<file path="src/rtl/rlnv_pkg.sv">
`timescale 1ns / 1ps
`default_nettype none
// ----------------------------------------------------------------------------
// rlnv_pkg: shared types and constants of the RC ramp / LFSR noise voice
// Widths, Q16 rate reciprocals, sequencer codes and divider handshake types.
// ----------------------------------------------------------------------------
package rlnv_pkg;

    // noise table geometry
    localparam int NOISE_BITS = 18;
    localparam int OFFSET_W   = NOISE_BITS;
    localparam int WORD_W     = 32;
    localparam int BIT_SEL_W  = $clog2(WORD_W);
    localparam int TBL_ADDR_W = NOISE_BITS - BIT_SEL_W;

    // channel payloads
    localparam int CTL_W   = 2;
    localparam int LEVEL_W = 15;
    localparam logic [LEVEL_W-1:0] LEVEL_MAX = 15'd32767;

    // counters and rates
    localparam int CTR_W  = 24;
    localparam int DEF_W  = 22;
    localparam int SR_W   = 18;
    localparam logic [SR_W-1:0] SR_RESET = 18'd44100;

    localparam int RECIP_W = 23;
    localparam logic [RECIP_W-1:0] RECIP_C1_DIS = 23'd481882;
    localparam logic [RECIP_W-1:0] RECIP_CHARGE = 23'd7246351;
    localparam logic [RECIP_W-1:0] RECIP_C2_DIS = 23'd205056;
    localparam int RECIP_SHIFT = 16;

    localparam int PROD_W = LEVEL_W + RECIP_W;
    localparam int FREQ_SCALE_W = 13;
    localparam logic [FREQ_SCALE_W-1:0] FREQ_SCALE = 13'd6325;
    localparam logic [DEF_W-1:0] FREQ_BASE   = 22'd588;
    localparam int FREQ_SHIFT = 15;
    localparam logic [DEF_W-1:0] FILTER_RATE = 22'd400;

    // radix-4 divider: two quotient bits per cycle
    localparam int DIV_STEPS = DEF_W / 2;

    typedef enum logic [3:0] {
        ST_FILL,
        ST_IDLE,
        ST_PREP,
        ST_READ,
        ST_SUB,
        ST_DIV,
        ST_APPLY,
        ST_TBL,
        ST_OUT
    } t_state;

    // counter memory entries, processed in this order
    typedef enum logic [1:0] {
        SLOT_CAP1,
        SLOT_CAP2,
        SLOT_NOISE,
        SLOT_FILT
    } t_slot;

    localparam int SLOT_NUM = 4;

    typedef struct packed {
        logic             start;
        logic [DEF_W-1:0] dividend;
        logic [SR_W-1:0]  divisor;
    } t_div_req;

    typedef struct packed {
        logic             done;
        logic [DEF_W-1:0] quot;
        logic [SR_W-1:0]  rem;
    } t_div_rsp;

endpackage
`default_nettype wire

</file>
<file path="src/rtl/rlnv_div.sv">
`timescale 1ns / 1ps
`default_nettype none
// ----------------------------------------------------------------------------
// rlnv_div: multi-cycle unsigned divider for counter refills
// Restoring division, two quotient bits per cycle; quotient and remainder
// stay valid after the done pulse until the next start.
// ----------------------------------------------------------------------------
module rlnv_div (
    input  wire                 i_clk,
    input  wire                 i_rst_n,
    input  rlnv_pkg::t_div_req  i_req,
    output rlnv_pkg::t_div_rsp  o_rsp
);

    localparam int DEF_W = rlnv_pkg::DEF_W;
    localparam int SR_W  = rlnv_pkg::SR_W;
    localparam int CNT_W = $clog2(rlnv_pkg::DIV_STEPS + 1);

    logic [DEF_W-1:0] r_quo, n_quo;
    logic [SR_W-1:0]  r_rem, n_rem;
    logic [SR_W-1:0]  r_dsr;
    logic [CNT_W-1:0] r_cnt;
    logic             r_busy;
    logic             r_done;

    // two shift/compare/subtract steps
    always_comb begin
        logic [SR_W:0] part;
        n_quo = r_quo;
        n_rem = r_rem;
        for (int k = 0; k < 2; k++) begin
            part  = {n_rem, n_quo[DEF_W-1]};
            n_quo = {n_quo[DEF_W-2:0], 1'b0};
            if (part >= {1'b0, r_dsr}) begin
                part     = part - {1'b0, r_dsr};
                n_quo[0] = 1'b1;
            end
            n_rem = part[SR_W-1:0];
        end
    end

    // step control
    always_ff @(posedge i_clk) begin
        if (!i_rst_n) begin
            r_busy <= 1'b0;
            r_done <= 1'b0;
            r_cnt  <= '0;
        end else begin
            r_done <= 1'b0;
            if (i_req.start && !r_busy) begin
                r_busy <= 1'b1;
                r_cnt  <= CNT_W'(rlnv_pkg::DIV_STEPS);
            end else if (r_busy) begin
                r_cnt <= r_cnt - CNT_W'(1);
                if (r_cnt == CNT_W'(1)) begin
                    r_busy <= 1'b0;
                    r_done <= 1'b1;
                end
            end
        end
    end

    // operand and partial result registers
    always_ff @(posedge i_clk) begin
        if (i_req.start && !r_busy) begin
            r_quo <= i_req.dividend;
            r_rem <= '0;
            r_dsr <= i_req.divisor;
        end else if (r_busy) begin
            r_quo <= n_quo;
            r_rem <= n_rem;
        end
    end

    assign o_rsp.done = r_done;
    assign o_rsp.quot = r_quo;
    assign o_rsp.rem  = r_rem;

endmodule
`default_nettype wire

</file>
<file path="config.mk">
export PLATFORM = sky130hd
export DESIGN_NAME = rlnv_div
export DESIGN_NICKNAME = d
export VERILOG_FILES = /design/src/rtl/rlnv_pkg.sv /design/src/rtl/rlnv_div.sv
export SDC_FILE = /design/constraint.sdc
export NUM_CORES = 1
export LEC_CHECK = 0
export BUFFER_PORTS_ARGS = -buffer_cell sky130_fd_sc_hd__buf_2
export CORE_ASPECT_RATIO = 1.4
export CORE_MARGIN = 1
export CORE_UTILIZATION = 50
export CTS_BUF_LIST = sky130_fd_sc_hd__clkbuf_16
export CTS_CLUSTER_DIAMETER = 100
export DETAILED_ROUTE_END_ITERATION = 7
export HOLD_SLACK_MARGIN = 0.06
export PLACE_DENSITY = 0.78
export SYNTH_ARGS = -nofsm -noshare
export SYNTH_HDL_FRONTEND = slang
export SYNTH_SLANG_ARGS = --single-unit
</file>
<file path="constraint.sdc">
create_clock -name i_clk -period 4.2 [get_ports i_clk]
set_input_delay 0.42 -clock i_clk [delete_from_list [all_inputs] [get_ports i_clk]]
set_output_delay 0.42 -clock i_clk [all_outputs]
set_load 0.05 [all_outputs]
</file>
Yosys cells after proc, flatten, opt, wreduce, memory -nomap -nowiden --
Cells that the tools add are included.
Word-level totals: register bits 64, input bits 43, output and inout port bits 41, logic and storage cells 32
Operators by class: $add $sub $neg 3, order comparisons 2, equality and inequality tests 1, muxes and demuxes 12, bitwise operators 2, reduce and logical (&&, ||, !) cells 5
Operators by type and width (count):
- two-way mux 22 bit | 2
- greater-or-equal comparator 19 x 18 -> 1 bit | 2
- two-way mux 18 bit | 2
- subtractor 18 bit | 2
- two-way mux 4 bit | 2
- two-way mux 1 bit | 6
- == test 4 x 1 -> 1 bit (second input constant) | 1
- subtractor 4 x 1 -> 4 bit (second input constant) | 1
- OR reduction 3 bit | 1
- inverter 1 bit | 2
- nonzero test 2 bit | 1
- OR reduction 2 bit | 1
- logical AND 1 bit | 1
- logical NOT 1 bit | 1

Logic depth before layout (Yosys ltp) --
Gate-level depths: netlist of the first run.
depth after elaboration 6, mapped depth 21, mapped depth without buffers 19

Worst setup path before layout of the first run --
Ideal clock, no wire load.
kind register to register, start point register r_rem[0], end point register r_quo[0], data pin, setup time 260 ps, arrival 4341 ps, data required time 3940 ps, path slack -401 ps, cell stages (with the launch flop) 18, path buffers 2, period minus slack after synthesis 4601 ps, cell sequence dfxtp_1 ha_1 nor2b_1 o31a_1 o211ai_2 nand3_2 a41o_2 buf_6 mux2_4 ha_1 and3_1 or3_1 o21ai_0 a21oi_1 o22ai_1 o31ai_2 buf_4 mux2_2
On the way: cells in the longest elaborated chain, start to end 6, elaborated cells on any way between the ends 7, those cells by class add/sub: 1; order compare: 2; mux: 4
Ends and longest elaborated chain:
- start: declaration | line rlnv_div.sv:20 | logic [SR_W-1:0] r_rem, n_rem;
- start signal: assignment | line rlnv_div.sv:71 | r_rem <= n_rem;
- subtractor 18 bit or greater-or-equal comparator 19 x 18 -> 1 bit (tied branches) | line rlnv_div.sv:35, rlnv_div.sv:34
- two-way mux 18 bit * | line rlnv_div.sv:34 | if (part >= {1'b0, r_dsr}) begin
- greater-or-equal comparator 19 x 18 -> 1 bit * | line rlnv_div.sv:34
- two-way mux 1 bit * | line rlnv_div.sv:34
- two-way mux 22 bit * | line rlnv_div.sv:69 | end else if (r_busy) begin
- two-way mux 22 bit * | line rlnv_div.sv:65 | if (i_req.start && !r_busy) begin
- end signal: assignment | line rlnv_div.sv:66 | r_quo <= i_req.dividend;
- end signal: assignment | line rlnv_div.sv:70 | r_quo <= n_quo;
- end: declaration | line rlnv_div.sv:19 | logic [DEF_W-1:0] r_quo, n_quo;
Every way passes the cells marked *; elsewhere a longest branch is shown, timed or not. The select of a mux whose other input is x is not followed. A chain may end at the register's enable or synchronous reset.

Worst setup path after layout of the first run --
start point register r_dsr[1], end point register r_rem[14]
On the way: cells in the longest elaborated chain, start to end 4, elaborated cells on any way between the ends 6, those cells by class add/sub: 2; order compare: 2; mux: 2
Ends and longest elaborated chain:
- start: declaration | line rlnv_div.sv:21 | logic [SR_W-1:0] r_dsr;
- start signal: assignment | line rlnv_div.sv:68 | r_dsr <= i_req.divisor;
- subtractor 18 bit or greater-or-equal comparator 19 x 18 -> 1 bit (tied branches) | line rlnv_div.sv:35, rlnv_div.sv:34
- two-way mux 18 bit | line rlnv_div.sv:34
- subtractor 18 bit or greater-or-equal comparator 19 x 18 -> 1 bit (tied branches) | line rlnv_div.sv:35, rlnv_div.sv:34
- two-way mux 18 bit * | line rlnv_div.sv:34
Every way passes the cells marked *; elsewhere a longest branch is shown, timed or not.

==> qor.txt, run 1 <==
Worst-Margin Slew -> 1.05 ns
Clk_lat worst skew -> 0.34 ns
Yosys reg bits -> 64
WS Path Type -> flop to flop
Die Ht -> 115 um
GRT Util Overall -> 30.8%
RePlAce Congestion -> 0.943
First-pass GRT wire length -> 21,800 um
Syn Area/Cell -> 10.2 um^2
Max_cap viols -> 0
H-tree depth -> 3
HPWL Detailed -> 9950 um
Synthesized area -> 4550 um^2
Total Power -> 5.85 mW
Netlist cell types -> 70
TritonRoute pass-1 iters -> 5
CP bufs+invs -> 2
Initial drt markers -> 366
Number of fill cells in the layout -> 557
CP Cell Sequence -> inv_2, ha_4, nor2b_4, o31a_1, o211ai_2, nand3_2, a41o_4, buf_4, mux2_2, ha_4, and4_1, o21ai_1, a31oi_1, nor3_2, or3_4, and3_1, o41ai_2, a31oi_1
CP endpoint kind -> flop
DR DRC count -> 0
Min Tclk post-route -> 4.51 ns
Rows -> 40
Hold Vio Cnt, Final -> 0
Syn Nets -> 529
Ys flop type -> edfxtp_1
Share of layout cells above drive strength 1 -> 49.8%
Synthesis-to-layout area growth -> 42.9%
Die Span X -> 82.7 um
Initial Util -> 52.3%
Final Skew -> 0.0115 ns
CTS Buf Count -> 9
Place WS -> -0.374 ns
Initial antenna violation count -> 0
CTS hold repair buffers -> 0
Pwr per Cell Area -> 899 nW/um^2
Vias in the first global route -> 4,647
Worst EP required -> 4.38 ns
Fin crit share -> 107%
Slowest stage delay, CP -> 0.42 ns
CP Max Fanout -> 8
Sequential area share after synthesis -> 36.9%
Ys Warns -> 0
Final ANT Viol Nets -> 0
Post-Route WL -> 14,000 um
CTS clock-pin slew for the worst setup and hold paths -> 0.06 ns
Post-synth EDFFs -> 40
Final worst setup slack -> -0.311 ns
TritonCTS clock tree -> done
Worst path slowest cell -> or3_4
Failing checks -> setup timing
CTS root buffer -> clkbuf_16
Worst-case clock buffer depth -> 2
Nets -> 706
Slew margin rel. -> 29.9%
Fmax -> 0.222 GHz
Data arrival, critical path -> 4.69 ns
Final setup fails -> 19
Asr flop ratio synth -> 0%
CP delay by family, top -> compound AO/OA/AOI/OAI gates
Die Area -> 9500 um^2
Port buffer count -> 83
Ant. Diodes -> 0
Status -> complete, but fails checks
Worst hold path type -> input pin to flop
CORE AREA -> 8710 um^2
Sequential cell area -> 1720 um^2
Cells after Synth -> 446
Leak -> 2.96 nW
Hold slack -> 0.251 ns
Peak VDD IR -> 0.475 mV
CP startpoint kind -> flop
Final slew viol count -> 0
Grt ovf -> 0
Vias -> 4,424
DR vias/cell -> 6.04
Post-DR wirelength/cell -> 19.1 um
Multi-input gate area -> 3060 um^2
IO Count -> 84
RSZ-0062 raised after global routing -> yes
Clock Sinks -> 64
Pin count of the biggest net entering global routing -> 26
==> Yosys cell counts (all sizes together) (3+ instances only) <==
library cell,n,share of area (%)
edfxtp,40,26
ha,38,10
inv,36,3.0
mux2,35,9.5
a21oi,29,3.3
nor2,27,2.2
o21ai,25,2.8
dfxtp,24,11
nand2,21,1.8
mux2i,18,4.0
xnor2,17,3.3
xor2,11,2.1
a21o,9,1.5
nand3,9,1.1
nor3,9,1.1
nor2b,7,0.96
buf,6,1.2
clkbuf,6,0.49
a31oi,5,0.69
o21a,5,0.82
o22ai,5,0.69
or3,5,0.80
a211oi,4,0.77
and3,4,0.58
o41ai,4,0.77
a22o,3,0.58
and2,3,0.47
nand2b,3,0.41
nand4,3,0.41
o211ai,3,0.60
o31ai,3,0.60
==> registers in the layout, indices dropped and copies added (netlist names) <==
name / flops
r_cnt: 4
r_rem: 18
r_done: 1
r_quo: 22
r_busy: 1
r_dsr: 18
==> power by group <==
group | internal, mW | switching [mW]
Clock | 0.459 | 0.294
Combinational | 1.93 | 2.23
Sequential | 0.827 | 0.105
Total | 3.22 | 2.63
==> layout make-up <==
class,instances,area share (%)
repair buffers,177,17.8
clock buffers,9,3.46
flip-flops and latches,64,26.4
well taps,105,2.02
multi-input cells,335,47.1
inverters,36,2.08
clock inverters,7,1.13
==> placed cells by master (no fill, tap or decap), types with 14 or more instances in the layout <==
cell,n
buf_2,83
inv_1,30
nand2_1,18
edfxtp_1,40
xnor2_1,17
mux2i_1,18
o21ai_1,14
ha_1,22
nor2_1,24
mux2_2,25
a21oi_1,24
buf_4,88
==> per-stage QoR <==
step	TNS [ns]	instances	cell area (um^2)	utilization, %
2_1_floorplan	0	446	4700	-
3_3_place_gp	-3.69	700	5790	66.5
3_5_place_dp	-4.55	700	5790	66.5
4_1_cts	-1.97	726	6330	72.7
5_1_grt	-5.03	733	6510	74.7
6_report	-2.73	733	6510	74.7
==> path summary, 6_finish.rpt <==
kind	startpoint	end	slack (ns)	cells past startpoint
worst max-delay path	r_dsr[1]	r_rem[14]	-0.31	18
worst min-delay path	i_req[11]	r_dsr[11]	0.25	1
worst max register to register	r_dsr[1]	r_rem[14]	-0.31	18
worst min register to register	r_rem[5]	r_rem[5]	0.48	2
==> routing by layer <==
layer / share of wire (%) / global-route usage, %
met1: 37 / 32.8
met2: 52 / 54.6
met3: 5.7 / 6.67
met4: 5.1 / 17.8
met5: 0 / 0
==> what timing repair did <==
| item | in CTS | in global routing |
|---|---|---|
| endpoints found under the setup margin | 19 | 19 |
| cloned | 1 | 0 |
| resized for setup | 32 | 26 |
| setup buffers | 9 | 7 |
| pin swaps | 15 | 12 |
==> kinds of logic (layout without fill, tap and decap cells) <==
logic type / Yosys count / after routing / synth area share (%)
flops: 64 / 64 / 36.9
compound gates: 112 / 113 / 16.7
fa+ha+maj: 40 / 40 / 11.3
simple gates: 101 / 101 / 11.6
xor+xnor: 28 / 28 / 5.38
buf+inv: 48 / 229 / 4.62
mux: 53 / 53 / 13.4
(Power assumes the default switching activity.)
==> inputs of run 2 (changes only) <==
Settings changed: PLACE_DENSITY 0.78 to 0.75, SLEW_MARGIN set to 0.
Clock period 4.2 ns to 4.3 ns, I/O delays scaled along.
==> qor.txt, run 2 (same netlist as run 1, synthesis figures left out) <==
Worst-case clock buffer depth -> 2 (unchanged)
Data arrival, critical path -> 4.67 ns (was 4.69 ns)
CTS Buf Count -> 9 (unchanged)
Fin crit share -> 104% (was 107%)
Vias in the first global route -> 4,384 (was 4,647)
Hold slack -> 0.261 ns (was 0.251 ns)
DR vias/cell -> 5.85 (was 6.04)
Clk_lat worst skew -> 0.34 ns (about the same)
Clock Sinks -> 64 (unchanged)
Die Ht -> 115 um (unchanged)
Pwr per Cell Area -> 890 nW/um^2 (was 899 nW/um^2)
Worst-Margin Slew -> 0.975 ns (was 1.05 ns)
Worst hold path type -> input pin to flop (unchanged)
CP delay by family, top -> compound AO/OA/AOI/OAI gates (unchanged)
Synthesis-to-layout area growth -> 49.7% (was 42.9%)
Clk pwr share -> 11.8% (was 12.9%)
Min Tclk post-route -> 4.48 ns (was 4.51 ns)
Most common cell after layout, fill and taps aside -> buf_4 (unchanged)
Final slew viol count -> 0 (unchanged)
Final non-filler cell total -> 760 (was 733)
RePlAce Congestion -> 0.893 (was 0.943)
CP bufs+invs -> 4 (was 2)
Sw power -> 2.65 mW (was 2.63 mW)
CTS root buffer -> clkbuf_16 (unchanged)
RSZ-0062 raised after global routing -> yes (unchanged)
Critical Path End -> r_rem[2] (was r_rem[14])
Grt ovf -> 0 (unchanged)
Final ANT Viol Nets -> 0 (unchanged)
Comb power frac -> 73.6% (was 71.2%)
Pin count of the biggest net entering global routing -> 36 (was 26)
Vias -> 4,444 (was 4,424)
Post-Route WL -> 14,300 um (was 14,000 um)
Initial Util -> 52.3% (unchanged)
Total Power -> 6.07 mW (was 5.85 mW)
Die Area -> 9500 um^2 (unchanged)
Status -> complete, but fails checks (unchanged)
CORE AREA -> 8710 um^2 (unchanged)
CP endpoint kind -> flop (unchanged)
Final worst setup slack -> -0.183 ns (was -0.311 ns)
H-tree depth -> 3 (unchanged)
Largest registers -> r_quo (22), r_dsr (18), r_rem (18) (unchanged)
R2R cell count -> 21 (was 18)
Max_cap viols -> 0 (unchanged)
Final core occ -> 78.3% (was 74.7%)
Sw frac -> 43.7% (was 44.9%)
CTS clock-pin slew for the worst setup and hold paths -> 0.06 ns (about the same)
Reg2Reg Setup Slack -> -0.18 ns (was -0.31 ns)
Rows -> 40 (unchanged)
Slowest stage delay, CP -> 0.42 ns (about the same)
Sequential Power Share -> 14.6% (was 15.9%)
Cells after DPL -> 728 (was 700)
First-pass GRT wire length -> 20,700 um (was 21,800 um)
Ant. Diodes -> 0 (unchanged)
Hold Vio Cnt, Final -> 0 (unchanged)
Worst EP required -> 4.48 ns (was 4.38 ns)
Pint -> 3.41 mW (was 3.22 mW)
Slew margin rel. -> 34.8% (was 29.9%)
Max reg flops -> 22 (unchanged)
Nets -> 733 (was 706)
Port buffer count -> 83 (unchanged)
CP Cell Sequence -> inv_1, ha_2, inv_2, fa_2, a211oi_2, buf_4, o211a_4, o221ai_4, nor2_2, xnor2_1, mux2_4, ha_1, nand4_1, nand2b_1, o22ai_2, a21oi_4, o22ai_4, o31ai_4, buf_12, mux2i_1, o21ai_1 (was inv_2, ha_4, nor2b_4, o31a_1, o211ai_2, nand3_2, a41o_4, buf_4, mux2_2, ha_4, and4_1, o21ai_1, a31oi_1, nor3_2, or3_4, and3_1, o41ai_2, a31oi_1)
Post-DR wirelength/cell -> 18.9 um (was 19.1 um)
Commonest non-fill, non-tap cells in the layout -> buf_4 (114), buf_2 (83), edfxtp_1 (40), inv_1 (31) (was buf_4 (88), buf_2 (83), edfxtp_1 (40), inv_1 (30), mux2_2 (25))
Initial antenna violation count -> 0 (unchanged)
CP Max Fanout -> 6 (was 8)
Initial drt markers -> 263 (was 366)
Final setup fails -> 18 (was 19)
WS Path Type -> flop to flop (unchanged)
Leak -> 3.13 nW (was 2.96 nW)
Fmax -> 0.223 GHz (was 0.222 GHz)
Setup crit start -> r_quo[21] (was r_dsr[1])
HPWL Detailed -> 9820 um (was 9950 um)
Peak VDD IR -> 0.496 mV (was 0.475 mV)
IO Count -> 84 (unchanged)
Worst path slowest cell -> edfxtp_1 (was or3_4)
Most flops, register -> r_quo (unchanged)
Final Skew -> 0.00820 ns (was 0.0115 ns)
CP startpoint kind -> flop (unchanged)
Die Span X -> 82.7 um (unchanged)
Levels on crit path -> 21 (was 18)
TritonCTS clock tree -> done (unchanged)
RR Endpoint -> r_rem[2] (was r_rem[14])
Share of layout cells above drive strength 1 -> 52.7% (was 49.8%)
Failing checks -> setup timing (unchanged)
TritonRoute pass-1 iters -> 5 (unchanged)
DR DRC count -> 0 (unchanged)
GRT Util Overall -> 29.8% (was 30.8%)
R2r startpoint -> r_quo[21] (was r_dsr[1])
==> run 2: cell types whose count changed in the layout (fill, tap and decap cells not counted), sizes merged <==
cell | previous run | this run
clkinvlp | 3 | 1
a41o | 1 | 2
clkbuf | 9 | 10
buf | 177 | 202
clkinv | 2 | 4
==> run 2: what timing repair did <==
| item | in CTS | in global routing |
|---|---|---|
| hold buffers | 0 | 0 |
| buffers inserted | 3 | 10 |
| gates cloned | 1 | 2 |
| pin swaps | 10 | 34 |
| setup endpoints to repair | 19 | 19 |
| resized for setup | 34 | 49 |
==> run 2: final cells by class <==
type,instances,area (um^2)
fillers,544,1890
flip-flops and latches,64,1700
inverters,36,135
repair buffers,203,1380
well taps,105,131
clock buffers,9,225
multi-input cells,336,3180
clock inverters,7,63.8
==> run 2: per-layer routing <==
layer / share of wire [%] / GRT usage, % / vias to the layer above
met4: 5.8 / 18.0 / 0
met1: 38 / 32.3 / 2099
li1: - / - / 2088
met2: 52 / 51.7 / 187
met3: 4.5 / 6.27 / 70
met5: 0 / 0 / -
==> run 2: metrics by stage <==
step	TNS [ns]	instance area [um^2]	setup WS (ns)
final	-1.98	6820	-0.183
after global routing	-4.94	6820	-0.334
after CTS	-0.00429	6440	-0.00429
after detailed placement	-4.34	5910	-0.326
after global placement	-2.90	5910	-0.266
after floorplan	0	4610	0.00575
==> run 2: how the worst min path moves through the flow <==
stage | cells past startpoint | to | start
after floorplan | 2 | r_cnt[0] | r_cnt[0]
after global placement | 2 | r_rem[15] | r_rem[15]
after detailed placement | 2 | r_rem[15] | r_rem[15]
after CTS | 1 | r_dsr[16] | i_req[16]
after global routing | 1 | r_dsr[11] | i_req[11]
final | 1 | r_dsr[16] | i_req[16]
==> run 2: worst reg2reg max path: stages, from the launching register on <==
cell      delay, ns
edfxtp_1       0.42
inv_1          0.09
ha_2           0.19
inv_2          0.04
fa_2           0.38
a211oi_2       0.29
buf_4          0.19
o211a_4        0.18
o221ai_4       0.12
nor2_2         0.16
xnor2_1        0.09
mux2_4         0.27
ha_1           0.35
nand4_1        0.27
nand2b_1       0.23
o22ai_2        0.10
a21oi_4        0.16
o22ai_4        0.11
o31ai_4        0.17
buf_12         0.20
mux2i_1        0.22
o21ai_1        0.09
==> run 2: power groups by stage <==
| stage | sequential [mW] | combinational, mW | clock, mW |
|---|---|---|---|
| CTS | 0.877 | 3.94 | 0.721 |
| global route | 0.894 | 4.73 | 0.744 |
| floorplan | 1.22 | 2.06 | 0 |
| detailed placement | 0.882 | 3.61 | 0 |
| finish | 0.883 | 4.47 | 0.715 |
| global placement | 0.879 | 3.55 | 0 |
